--- src/sv/chained_hash_table_engine_assert.svh ---
`ifndef CHAINED_HASH_TABLE_ENGINE_ASSERT_SVH
`define CHAINED_HASH_TABLE_ENGINE_ASSERT_SVH
// Same-cycle implication, sampled at every rising edge outside reset.
`define CHTE_CHECK(label, ante, cons) \
    label: assert property (@(posedge clk) disable iff (!rst_n) (ante) |-> (cons)) \
        else $error("chte: same-cycle check failed");
// Next-cycle implication, sampled at every rising edge outside reset.
`define CHTE_NEXT(label, ante, cons) \
    label: assert property (@(posedge clk) disable iff (!rst_n) (ante) |=> (cons)) \
        else $error("chte: next-cycle check failed");
`endif

--- src/sv/chte_pkg.sv ---
`timescale 1ns / 1ps
package chte_pkg;

    localparam int KEY_W       = 64;
    localparam int VAL_W       = 64;
    localparam int COUNT_W     = 7;
    localparam int CFG_IDX_W   = 1;
    localparam int CFG_DATA_W  = 4;
    localparam int STATUS_W    = 3;
    localparam int QUEUE_DEPTH = 2;
    localparam int QPTR_W      = 1;

    localparam logic [CFG_IDX_W-1:0]  REG_KEY_BYTES   = 1'b0;
    localparam logic [CFG_IDX_W-1:0]  REG_VALUE_BYTES = 1'b1;
    localparam logic [CFG_DATA_W-1:0] BYTES_RESET     = 4'd8;

    typedef enum logic {
        CMD_GET = 1'b0,
        CMD_SET = 1'b1
    } cmd_t;

    typedef enum logic [STATUS_W-1:0] {
        ST_HIT      = 3'd0,
        ST_MISS     = 3'd1,
        ST_UPDATED  = 3'd2,
        ST_INSERTED = 3'd3,
        ST_FULL     = 3'd4
    } status_t;

    typedef enum logic [1:0] {
        FS_IDLE,
        FS_HASH,
        FS_MOD,
        FS_PUSH
    } fe_state_t;

    typedef enum logic [1:0] {
        BS_CLEAR,
        BS_IDLE,
        BS_EXEC
    } be_state_t;

    // Byte counts already clamped to 1..8
    typedef struct packed {
        logic [CFG_DATA_W-1:0] key_bytes;
        logic [CFG_DATA_W-1:0] value_bytes;
    } cfg_t;

    typedef struct packed {
        cmd_t             cmd;
        logic [KEY_W-1:0] key;
        logic [VAL_W-1:0] value;
    } req_t;

    localparam int REQ_W = $bits(req_t);

    function automatic logic [CFG_DATA_W-1:0] clamp_bytes(input logic [CFG_DATA_W-1:0] n);
        logic [CFG_DATA_W-1:0] r;
        r = n;
        if (n == '0) begin
            r = 4'd1;
        end
        else if (n > 4'd8) begin
            r = 4'd8;
        end
        return r;
    endfunction

    function automatic logic [KEY_W-1:0] byte_mask(input logic [CFG_DATA_W-1:0] n);
        logic [KEY_W-1:0] m;
        m = '0;
        for (int i = 0; i < 8; i++) begin
            if (4'(i) < n) begin
                m[i*8 +: 8] = 8'hFF;
            end
        end
        return m;
    endfunction

    // One sdbm round: h * 65599 plus the sign-extended byte, wrapping at 64 bits
    function automatic logic [KEY_W-1:0] sdbm_step(input logic [KEY_W-1:0] h,
                                                   input logic [7:0] b);
        logic [KEY_W-1:0] bx;
        bx = {{(KEY_W-8){b[7]}}, b};
        return bx + (h << 6) + (h << 16) - h;
    endfunction

endpackage

--- src/sv/chte_queue.sv ---
`timescale 1ns / 1ps
module chte_queue #(
    parameter int W = 1
) (
    input  logic         clk,
    input  logic         rst_n,
    input  logic         push,
    input  logic [W-1:0] wdata,
    input  logic         pop,
    output logic [W-1:0] rdata,
    output logic         full,
    output logic         empty
);
    import chte_pkg::*;

    localparam int CNT_W = $clog2(QUEUE_DEPTH + 1);

    logic [W-1:0]      slot_mem [QUEUE_DEPTH];
    logic [QPTR_W-1:0] wr_ptr_reg, wr_ptr_next;
    logic [QPTR_W-1:0] rd_ptr_reg, rd_ptr_next;
    logic [CNT_W-1:0]  count_reg, count_next;

    always_comb
    begin
        wr_ptr_next = push ? wr_ptr_reg + 1'b1 : wr_ptr_reg;
        rd_ptr_next = pop ? rd_ptr_reg + 1'b1 : rd_ptr_reg;
        count_next  = count_reg + CNT_W'(push) - CNT_W'(pop);
    end

    always_ff @(posedge clk or negedge rst_n)
    begin
        if (!rst_n)
        begin
            wr_ptr_reg <= '0;
            rd_ptr_reg <= '0;
            count_reg  <= '0;
        end
        else
        begin
            wr_ptr_reg <= wr_ptr_next;
            rd_ptr_reg <= rd_ptr_next;
            count_reg  <= count_next;
        end
    end

    always_ff @(posedge clk)
    begin
        if (push)
        begin
            slot_mem[wr_ptr_reg] <= wdata;
        end
    end

    assign rdata = slot_mem[rd_ptr_reg];
    assign full  = (count_reg == CNT_W'(QUEUE_DEPTH));
    assign empty = (count_reg == '0);

endmodule

--- config.mk ---
export PLATFORM = sky130hd
export DESIGN_NAME = chte_queue
export DESIGN_NICKNAME = d
export VERILOG_FILES = /design/src/sv/chained_hash_table_engine_assert.svh /design/src/sv/chte_pkg.sv /design/src/sv/chte_queue.sv
export SDC_FILE = /design/constraint.sdc
export NUM_CORES = 1
export LEC_CHECK = 0
export BUFFER_PORTS_ARGS = -buffer_cell sky130_fd_sc_hd__buf_2
export CORE_AREA = 2 2 39 41
export DETAILED_ROUTE_END_ITERATION = 12
export DIE_AREA = 0 0 41 43
export PLACE_DENSITY = 0.49
export SETUP_SLACK_MARGIN = 0.15
export SYNTH_ARGS = -nofsm -noshare
export SYNTH_HDL_FRONTEND = slang
export SYNTH_SLANG_ARGS = --single-unit
export TNS_END_PERCENT = 30
--- constraint.sdc ---
create_clock -name clk -period 2.4 [get_ports clk]
set_input_delay 0.24 -clock clk [delete_from_list [all_inputs] [get_ports clk]]
set_output_delay 0.24 -clock clk [all_outputs]
set_load 0.05 [all_outputs]
==> results.yml <==
yosys:
  synth-compound-area-share: 0
  synth_area_leader_cell: "dfrtp_1"
  yosys_warnings: 0
  synth.top_cell.area_share: 0.374
  yosys-top-cells-area: "dfrtp_1 (37%), edfxtp_1 (22%), ha_1 (9.3%), xor3_1 (8.9%), xor2_1 (6.5%)"
  synth_area_um2: 268
  synth_top_family_by_area: "XOR/XNOR gates"
  yosysSeqAreaShare: 0.598
  synthAdderAreaFrac: 0.0935
  syn_inst: 18
  yosys.area_share.simple: 0.0841
  syn_area_per_cell_um2: 14.9
  yosys.area_share.xor_xnor: 0.154
  syn_nets: 25
  yosys_register_bits: 6
  ys_types: 10
  synth.area.mux_share: 0.0421
sta:
  min_period_ns: 1.37
  finalHoldViolations: 0
  slew_viol_final: 0
  relSlewSlack: 0.836
  final.setup.tns_ns: 0
  worst_slack_ns: 1.03
  period_share: 0.572
  tightest_slew_ns: 0.248
  setup_viol: 0
  fmax_ghz: 0.729
  rsz0062_at_grt: "false"
  fin_worst_skew_ns: 0.0000139
floorplan:
  initial_core_util: 0.193
  ios: 8
  dieArea_mm2: 0.00176
  core_area_mm2: 0.00138
  die_h_um: 43
  die_w_um: 41
  placementRows: 14
routing:
  viasPerCell: 3.59
  vias: 165
  antenna_left: 0
  wire_per_inst_um: 7.50
  first_iter_violations: 2
  first_pass_iters: 2
  drt-total-wl_um: 345
  drc_errors: 0
global_routing:
  overflow: 0
  use_met1: 0.0502
  antenna_found_initial: 0
  grt-busiest-layer: "met2"
  grt_use_met2: 0.0906
  grt_start_max_net_pins: 5
  grt_use_total: 0.0600
  grt_pass1_wl_um: 655
  met3_usage: 0.0471
  grt_pass1_vias: 184
power_and_ir_drop:
  power.leakage_nw: 0.177
  powerDensity_mw_per_mm2: 1360
  vdd_drop_max_mv: 0.243
worst_setup_path:
  crit-reg2reg-launch: "count_reg[0]$_DFF_PN0_"
  startpoint: "rd_ptr_reg$_DFFE_PN0P_"
  path_max_fanout: 2
  critPathRequiredTime_ns: 2.16
  end_kind: "output pin"
  rr_endpoint: "count_reg[1]$_DFF_PN0_"
  ff2ff_path_depth: 5
  r2r_slack_ns: 1.19
  start_kind: "register"
  critPathKind: "reg2out"
  worstPathArrival_ns: 1.13
clock_tree:
  cts_sinks: 6
  cts_tree: "yes"
  htree_levels: 1
  cts_setup_buffers: 0
  clk_pin_slew_worst_paths_ns: 0.05
  cts_buffers: 3
  cts_resized: 0
  insertion_delay_ns: 0.23
  clockBufferDepth: 2
  clockRootBuffer: "clkbuf_4"
placement:
  io_buffers: 7
  gp_congestion: 0.642
  dp_slack_ns: 1.19
min_path:
  holdPathStages: 1
  holdCritPathClass: "in2reg"
  min_from: "wdata"
  hold_path_end: "slot_mem[0]$_DFFE_PP_"
final_layout:
  nets: 38
  layout-area-overhead-vs-synth_pct: 34.1
  diodes: 0
  layout-drive-gt1-share: 0.367
flow_run:
  drv_cap: 0
outcome:
  outcome: "complete, no violations"
==> final cells by class <==
| cell class | instances | area (µm²) |
|---|---|---|
| fillers | 153 | 1020 |
| flip-flops and latches | 6 | 160 |
| multi-input cells | 10 | 100 |
| repair buffers | 8 | 45.0 |
| clock buffers | 4 | 26.3 |
| well taps | 16 | 20.0 |
| inverters | 2 | 7.51 |
==> kinds of logic (layout without fill, tap and decap cells) <==
kind of cell | Yosys count | count (layout)
xor+xnor | 3 | 3
buf+inv | 2 | 14
mux | 1 | 1
flops | 6 | 6
simple gates | 4 | 4
fa+ha+maj | 2 | 2
==> worst max path at each step <==
stage | slack, ns | end | cells past startpoint
3_3_place_gp | 1.23 | count_reg[1]$_DFF_PN0_ | 5
4_1_cts | 1.01 | rdata | 2
6_report | 1.03 | rdata | 2
5_1_grt | 0.98 | rdata | 2
3_5_place_dp | 1.19 | count_reg[1]$_DFF_PN0_ | 5
2_1_floorplan | 1.08 | full | 1
==> metrics by stage <==
| stage | power, mW | utilization | area, µm² | std cells | hold WS, ns |
|---|---|---|---|---|---|
| after floorplan | 0.351 | - | 268 | 18 | -0.0556 |
| final | 0.490 | 0.259 | 359 | 46 | 0.186 |
| after detailed placement | 0.396 | 0.233 | 323 | 41 | 0.0494 |
| after global placement | 0.388 | 0.233 | 323 | 41 | 0.0495 |
| after global routing | 0.527 | 0.259 | 359 | 46 | 0.166 |
| after CTS | 0.499 | 0.259 | 359 | 46 | 0.180 |
==> routing by layer <==
| layer | up-vias | wire length (µm) |
|---|---|---|
| met3 | 0 | 24 |
| met2 | 3 | 193 |
| li1 | 83 | - |
| met1 | 79 | 127 |
| met5 | - | 0 |
| met4 | 0 | 0 |
==> synth_stat cells, drive strengths merged <==
cell type  number
edfxtp          2
ha              2
nor2            1
inv             2
and2            1
dfrtp           4
nor2b           2
xor2            2
xor3            1
mux2            1
==> critical path, stage by stage, from the launching register on <==
cell and delay (ns):
dfrtp_1 0.36, mux2_2 0.33, buf_2 0.21
==> cells in the final DEF (no fill, tap or decap), drive strengths merged <==
cell / instances
buf: 7
dfrtp: 4
clkbuf: 4
nor2b: 2
inv: 2
xor2: 2
ha: 2
edfxtp: 2
xor3: 1
mux2: 1
nor2: 1
and2: 1
dlygate4sd3: 1
==> timing repair <==
item                                   4_1_cts  5_1_grt
endpoints found under the hold margin        4        0
hold buffers                                 1        0
setup endpoints to repair                    0        0
==> where the power goes <==
part	leakage (nW)	switching, mW	internal (mW)
Clock	0.0150	0.0354	0.0629
Combinational	0.0963	0.130	0.0840
Sequential	0.0654	0.0274	0.150
Total	0.177	0.193	0.297
Note: power is estimated with default switching activity, not from simulation.
