File: src/sv/chained_hash_table_engine_assert.svh
`ifndef CHAINED_HASH_TABLE_ENGINE_ASSERT_SVH
`define CHAINED_HASH_TABLE_ENGINE_ASSERT_SVH
// Same-cycle implication, sampled at every rising edge outside reset.
`define CHTE_CHECK(label, ante, cons) \
    label: assert property (@(posedge clk) disable iff (!rst_n) (ante) |-> (cons)) \
        else $error("chte: same-cycle check failed");
// Next-cycle implication, sampled at every rising edge outside reset.
`define CHTE_NEXT(label, ante, cons) \
    label: assert property (@(posedge clk) disable iff (!rst_n) (ante) |=> (cons)) \
        else $error("chte: next-cycle check failed");
`endif

File: src/sv/chte_pkg.sv
`timescale 1ns / 1ps
package chte_pkg;

    localparam int KEY_W       = 64;
    localparam int VAL_W       = 64;
    localparam int COUNT_W     = 7;
    localparam int CFG_IDX_W   = 1;
    localparam int CFG_DATA_W  = 4;
    localparam int STATUS_W    = 3;
    localparam int QUEUE_DEPTH = 2;
    localparam int QPTR_W      = 1;

    localparam logic [CFG_IDX_W-1:0]  REG_KEY_BYTES   = 1'b0;
    localparam logic [CFG_IDX_W-1:0]  REG_VALUE_BYTES = 1'b1;
    localparam logic [CFG_DATA_W-1:0] BYTES_RESET     = 4'd8;

    typedef enum logic {
        CMD_GET = 1'b0,
        CMD_SET = 1'b1
    } cmd_t;

    typedef enum logic [STATUS_W-1:0] {
        ST_HIT      = 3'd0,
        ST_MISS     = 3'd1,
        ST_UPDATED  = 3'd2,
        ST_INSERTED = 3'd3,
        ST_FULL     = 3'd4
    } status_t;

    typedef enum logic [1:0] {
        FS_IDLE,
        FS_HASH,
        FS_MOD,
        FS_PUSH
    } fe_state_t;

    typedef enum logic [1:0] {
        BS_CLEAR,
        BS_IDLE,
        BS_EXEC
    } be_state_t;

    // Byte counts already clamped to 1..8
    typedef struct packed {
        logic [CFG_DATA_W-1:0] key_bytes;
        logic [CFG_DATA_W-1:0] value_bytes;
    } cfg_t;

    typedef struct packed {
        cmd_t             cmd;
        logic [KEY_W-1:0] key;
        logic [VAL_W-1:0] value;
    } req_t;

    localparam int REQ_W = $bits(req_t);

    function automatic logic [CFG_DATA_W-1:0] clamp_bytes(input logic [CFG_DATA_W-1:0] n);
        logic [CFG_DATA_W-1:0] r;
        r = n;
        if (n == '0) begin
            r = 4'd1;
        end
        else if (n > 4'd8) begin
            r = 4'd8;
        end
        return r;
    endfunction

    function automatic logic [KEY_W-1:0] byte_mask(input logic [CFG_DATA_W-1:0] n);
        logic [KEY_W-1:0] m;
        m = '0;
        for (int i = 0; i < 8; i++) begin
            if (4'(i) < n) begin
                m[i*8 +: 8] = 8'hFF;
            end
        end
        return m;
    endfunction

    // One sdbm round: h * 65599 plus the sign-extended byte, wrapping at 64 bits
    function automatic logic [KEY_W-1:0] sdbm_step(input logic [KEY_W-1:0] h,
                                                   input logic [7:0] b);
        logic [KEY_W-1:0] bx;
        bx = {{(KEY_W-8){b[7]}}, b};
        return bx + (h << 6) + (h << 16) - h;
    endfunction

endpackage

File: src/sv/chte_front.sv
`timescale 1ns / 1ps
`include "chained_hash_table_engine_assert.svh"
module chte_front #(
    parameter int BUCKETS = 16
) (
    input  logic                                        clk,
    input  logic                                        rst_n,
    input  logic                                        in_valid,
    output logic                                        in_ready,
    input  logic                                        cmd,
    input  logic [chte_pkg::KEY_W-1:0]                  key,
    input  logic [chte_pkg::VAL_W-1:0]                  value,
    input  chte_pkg::cfg_t                              cfg,
    input  logic                                        clear_done,
    input  logic                                        q_full,
    output logic                                        push,
    output logic [$clog2(BUCKETS)+chte_pkg::REQ_W-1:0]  q_wdata
);
    import chte_pkg::*;

    localparam int BW = $clog2(BUCKETS);
    localparam bit POW2 = ((BUCKETS & (BUCKETS - 1)) == 0);
    // Reciprocal of BUCKETS: for any XW-bit x, x * RECIP >> SH is exactly x / BUCKETS
    localparam int XW = BW + 8;
    localparam int RW = XW + 1;
    localparam int PW = XW + RW;
    localparam int SH = XW + BW;
    localparam logic [RW-1:0] RECIP = RW'(((64'd1 << SH) + 64'(BUCKETS - 1)) / 64'(BUCKETS));

    fe_state_t             fe_state_reg, fe_state_next;
    req_t                  req_reg, req_next;
    logic [KEY_W-1:0]      shift_reg, shift_next;
    logic [KEY_W-1:0]      hash_reg, hash_next;
    logic [2:0]            cnt_reg, cnt_next;
    logic [CFG_DATA_W-1:0] nbytes_reg, nbytes_next;
    logic [BW-1:0]         rem_reg, rem_next;
    logic                  accept;
    logic [BW-1:0]         bucket;

    // Remainder of (r * 256 + byte) by BUCKETS via reciprocal multiply
    function automatic logic [BW-1:0] mod_byte(input logic [BW-1:0] r_in,
                                               input logic [7:0] bits);
        logic [XW-1:0] x;
        logic [PW-1:0] prod;
        logic [7:0]    q;
        logic [XW-1:0] t;
        x    = {r_in, bits};
        prod = PW'(x) * PW'(RECIP);
        q    = prod[SH +: 8];
        t    = x - XW'(q) * XW'(BUCKETS);
        return t[BW-1:0];
    endfunction

    always_comb
    begin
        fe_state_next = fe_state_reg;
        req_next      = req_reg;
        shift_next    = shift_reg;
        hash_next     = hash_reg;
        cnt_next      = cnt_reg;
        nbytes_next   = nbytes_reg;
        rem_next      = rem_reg;
        in_ready      = (fe_state_reg == FS_IDLE) && clear_done;
        accept        = in_valid && in_ready;
        push          = 1'b0;
        case (fe_state_reg)
            FS_IDLE:
            begin
                if (accept)
                begin
                    req_next.cmd   = cmd_t'(cmd);
                    req_next.key   = key & byte_mask(cfg.key_bytes);
                    req_next.value = value & byte_mask(cfg.value_bytes);
                    shift_next     = key;
                    hash_next      = '0;
                    cnt_next       = '0;
                    nbytes_next    = cfg.key_bytes;
                    rem_next       = '0;
                    fe_state_next  = FS_HASH;
                end
            end
            FS_HASH:
            begin
                // one key byte per cycle, lowest first
                hash_next  = sdbm_step(hash_reg, shift_reg[7:0]);
                shift_next = shift_reg >> 8;
                cnt_next   = cnt_reg + 3'd1;
                if (4'(cnt_reg) == nbytes_reg - 4'd1)
                begin
                    cnt_next      = '0;
                    fe_state_next = POW2 ? FS_PUSH : FS_MOD;
                end
            end
            FS_MOD:
            begin
                // fold the hash into the remainder one byte per cycle
                rem_next  = mod_byte(rem_reg, hash_reg[KEY_W-1 -: 8]);
                hash_next = hash_reg << 8;
                cnt_next  = cnt_reg + 3'd1;
                if (cnt_reg == 3'd7)
                begin
                    fe_state_next = FS_PUSH;
                end
            end
            FS_PUSH:
            begin
                if (!q_full)
                begin
                    push          = 1'b1;
                    fe_state_next = FS_IDLE;
                end
            end
            default:
            begin
                fe_state_next = FS_IDLE;
            end
        endcase
    end

    always_ff @(posedge clk or negedge rst_n)
    begin
        if (!rst_n)
        begin
            fe_state_reg <= FS_IDLE;
        end
        else
        begin
            fe_state_reg <= fe_state_next;
        end
    end

    always_ff @(posedge clk)
    begin
        req_reg    <= req_next;
        shift_reg  <= shift_next;
        hash_reg   <= hash_next;
        cnt_reg    <= cnt_next;
        nbytes_reg <= nbytes_next;
        rem_reg    <= rem_next;
    end

    assign bucket  = POW2 ? hash_reg[BW-1:0] : rem_reg;
    assign q_wdata = {bucket, req_reg};

    `CHTE_CHECK(a_push_room, push, !q_full)
    `CHTE_CHECK(a_hash_count, fe_state_reg == FS_HASH, 4'(cnt_reg) < nbytes_reg)

endmodule

File: config.mk
export PLATFORM = sky130hd
export DESIGN_NAME = chte_front
export DESIGN_NICKNAME = d
export VERILOG_FILES = /design/src/sv/chte_pkg.sv /design/src/sv/chte_front.sv
export VERILOG_INCLUDE_DIRS = /design/src /design/src/sv
export SDC_FILE = /design/constraint.sdc
export NUM_CORES = 1
export LEC_CHECK = 0
export ABC_AREA = 1
export BUFFER_PORTS_ARGS = -buffer_cell sky130_fd_sc_hd__buf_2
export CAP_MARGIN = 20
export CELL_PAD_IN_SITES_DETAIL_PLACEMENT = 0
export CELL_PAD_IN_SITES_GLOBAL_PLACEMENT = 1
export CORE_MARGIN = 4
export CORE_UTILIZATION = 40
export CTS_CLUSTER_DIAMETER = 100
export DETAILED_ROUTE_END_ITERATION = 8
export PLACE_DENSITY = 0.85
export SYNTH_ARGS = -nofsm -noshare
export SYNTH_HDL_FRONTEND = slang
export SYNTH_SLANG_ARGS = --single-unit
File: constraint.sdc
create_clock -name clk -period 6.1 [get_ports clk]
set_clock_uncertainty 0.1 [all_clocks]
set_input_delay 1.83 -clock clk [delete_from_list [all_inputs] [get_ports clk]]
set_output_delay 1.83 -clock clk [all_outputs]
set_load 0.1 [all_outputs]
==> implementation parameters <==
Parameter                              Value

Routing
  Vias per cell    4.358
  DRT iter0 DRCs    312
  DR WL/cell    14.96 um
  Detail Route Antenna Nets    0
  Number of vias in the routed layout    4981
  DRC violation count after routing    0
  Routed wire length    17100 um
  First drt pass iteration count    5

GRT
  Largest net degree at the start of global routing    112
  Number of antenna violations at the first check in global routing    1
  Overall overflow remaining after global route    0
  Total routing usage reported by global routing    17.11%
  Number of global-route vias before repair    5021
  Wire length of the first global-routing pass    26260 um

Clocking
  Clock tree from TritonCTS    done
  Clock Root Buffer    sky130_fd_sc_hd__clkbuf_16
  Post-CTS clock slew at the launch and capture registers of the worst setup and hold paths    0.06 ns
  CTS hold repair buffers    0
  Skew-Pair Late Insertion Delay    0.41 ns
  Number of H-tree branching levels    4
  Resize count post-CTS    0
  Clock buffer depth    2
  TritonCTS sink count    174
  Postcts setup bufs    0
  Clock buffer count from CTS    17

Setup path
  Largest stage delay on the critical path    0.42 ns
  Critical Setup Path Class    in2out
  Crit end category    primary output
  Arrival time of the worst setup path    2.44 ns
  CP dominant cell by count    sky130_fd_sc_hd__buf_2
  Data required time at the worst endpoint    4.17 ns
  Maximum fanout encountered on the critical timing path    2
  Slowest cell on the critical path    sky130_fd_sc_hd__buf_2
  Setup slack on the worst flop-to-flop path    3.40 ns
  Crit-path cells    buf_2 -> nand2_1 -> inv_1 -> buf_2
  Worst Setup Start Kind    primary input
  Dominant delay contributor by cell family on the critical path    buffers and inverters
  Buffers & Inverters on Critical Path    3

Logic synthesis
  Post-synth design cell area    7172 um2
  Simple-gate share of the synthesized area    12.35%
  Post-synthesis cell type count    25
  Synthesized-area fraction occupied by ao, oa, aoi and oai cells    3.262%
  Sequential fraction of the synthesis area    72.71%
  Gate count of the mapped netlist    615
  Adder-cell share of the synthesized area    2.268%
  Share of synthesized area spent on multiplexers    0%
  Post-Synthesis Mean Instance Area    11.66 um2
  Synth Warn #    0
  Main combinational cell family by area after synthesis    simple AND/OR/NAND/NOR gates
  FF+latch count, synth    174
  Synthesized net count    770
  Post-synthesis xor/xnor area fraction    0.4885%

Final layout
  P&R area growth vs syn    31.93%
  Number of flip-flops in the largest register    129
  Share of cells above drive strength 1    35.55%
  Post-layout util    54.32%
  Total of fill cells in the finished design    1549
  Post-layout net count    1059

Flow run
  Max-cap violations    0

Place
  Placer's final routability congestion estimate    0.7864
  Detailed placement HPWL    12880 um
  IO buf count    276

Timing
  Worst Tran Pin Value    1.053 ns
  RSZ-0062 raised after global routing    no
  Setup TNS    0 ns
  Max-slew violation total from the final report    0
  Final period utilization    71.72%
  Fin crit period    4.375 ns
  Setup violations, final    0
  Highest attainable clock frequency    228.6 MHz
  Worst relative slew slack    29.83%
  Count of endpoints failing hold in the final timing report    0

Floorplanning
  Die Span Y    141.9 um
  Starting density of the core    41.18%
  Horizontal extent of the die    141.9 um
  Site row count    48
  Boundary pin count    277
  Placeable core region    17420 um2
  Floorplan die area    20140 um2

Pwr
  Static Leak    0.004533 uW
  Worst-case vdd ir drop    327.7 uV
  PwrDens    447.7 nW/um2

Outcome
  Result of the run    complete, no violations

Min path
  HP Class    reg2reg
## final cells by class
cell class	instances	area, um2	share of cell area (%)
inverter	160	605.6	6.400
sequential	174	5215	55.12
tap	225	281.5	2.975
clock buffer	23	467.9	4.946
timing repair buffer	279	1424	15.05
clock inverter	9	133.9	1.415
antenna	1	2.502	0.02645
multi-input combinational	272	1331	14.07
## tightest hold or removal path: cells and delay by family (launching register included)
kind          cells  cell delay, ns
simple gates      2            0.10
flops             1            0.32
## power by group
| part | total [uW] | switching (uW) | internal (uW) |
|---|---|---|---|
| sequential | 1730 | 71.1 | 1650 |
| clock | 1100 | 436 | 668 |
| combinational | 1410 | 1110 | 292 |
| total | 4240 | 1620 | 2610 |
## placed cells by master, fill, tap and decap left out, drive strengths merged
cell / synthesis / layout
buf: 4 / 279
o31ai: 1 / 1
clkinvlp: 0 / 1
a31o: 1 / 1
diode: 0 / 1
nor2: 119 / 119
a21oi: 7 / 7
xnor2: 4 / 4
nor3: 2 / 2
a221oi: 1 / 1
clkinv: 0 / 4
inv: 160 / 161
bufinv: 0 / 3
o21bai: 1 / 1
nand2: 89 / 89
o21ai: 25 / 25
dfrtp: 2 / 2
a31oi: 1 / 1
clkbuf: 5 / 23
nand3: 8 / 8
edfxtp: 172 / 172
ha: 13 / 13
## synthesized netlist by cell type
cell	n	area share [%]
sky130_fd_sc_hd__o21bai_1	1	0.10
sky130_fd_sc_hd__nand2_2	1	0.087
sky130_fd_sc_hd__a31o_2	1	0.12
sky130_fd_sc_hd__o21ai_0	25	1.7
sky130_fd_sc_hd__a31oi_2	1	0.17
sky130_fd_sc_hd__clkbuf_1	5	0.26
sky130_fd_sc_hd__dfrtp_1	2	0.70
sky130_fd_sc_hd__xnor2_1	4	0.49
sky130_fd_sc_hd__a221oi_1	1	0.12
sky130_fd_sc_hd__o31ai_4	1	0.30
sky130_fd_sc_hd__a21oi_1	5	0.35
sky130_fd_sc_hd__nor3_4	2	0.45
sky130_fd_sc_hd__buf_2	4	0.28
sky130_fd_sc_hd__inv_2	3	0.16
sky130_fd_sc_hd__nand3_1	7	0.49
sky130_fd_sc_hd__nand2_1	88	4.6
sky130_fd_sc_hd__nand3_2	1	0.14
sky130_fd_sc_hd__edfxtp_1	172	72
sky130_fd_sc_hd__a21oi_2	1	0.12
sky130_fd_sc_hd__a21oi_4	1	0.23
sky130_fd_sc_hd__nor2_2	1	0.087
sky130_fd_sc_hd__inv_1	157	8.2
sky130_fd_sc_hd__nor2_1	115	6.0
sky130_fd_sc_hd__ha_1	13	2.3
sky130_fd_sc_hd__nor2_4	3	0.47
## per-layer routing
| metal | share of wire (%) | global-route usage (%) |
|---|---|---|
| met1 | 37 | 19.55 |
| met2 | 51 | 29.38 |
| met3 | 11 | 7.516 |
| met4 | 0.89 | 4.747 |
| met5 | 0.076 | 0 |
## per-stage QoR
step / hold WS (ns) / std cells / cell area, um2 / total power [uW] / worst slack [ns]
after CTS: 0.4191 / 1141 / 9432 / 4255 / 1.722
after global placement: 0.4042 / 1109 / 8830 / 3122 / 1.718
after detailed placement: 0.4044 / 1109 / 8830 / 3150 / 1.722
after floorplan: 0.3901 / 615 / 7172 / 2864 / 0.2957
after global routing: 0.4380 / 1142 / 9459 / 4458 / 1.665
final: 0.4154 / 1143 / 9462 / 4236 / 1.725
## worst paths after layout
path,start,end,cells after the start
worst max-delay path,clear_done,in_ready,4
worst min-delay path,shift_reg[40],shift_reg[32],2
worst max register to register,fe_state_reg[1],shift_reg[11],6
worst min register to register,shift_reg[40],shift_reg[32],2
max in group asynchronous,rst_n,fe_state_reg[1],1
min in group asynchronous,rst_n,fe_state_reg[0],1
## kinds of logic after synthesis
kind of cell	Yosys count
AO/OA/AOI/OAI	37
buffers and inverters	169
flip-flops	174
XOR/XNOR	4
adder cells (fa/ha/maj)	13
AND/OR/NAND/NOR	218
Power figures use the tool's default switching activity.
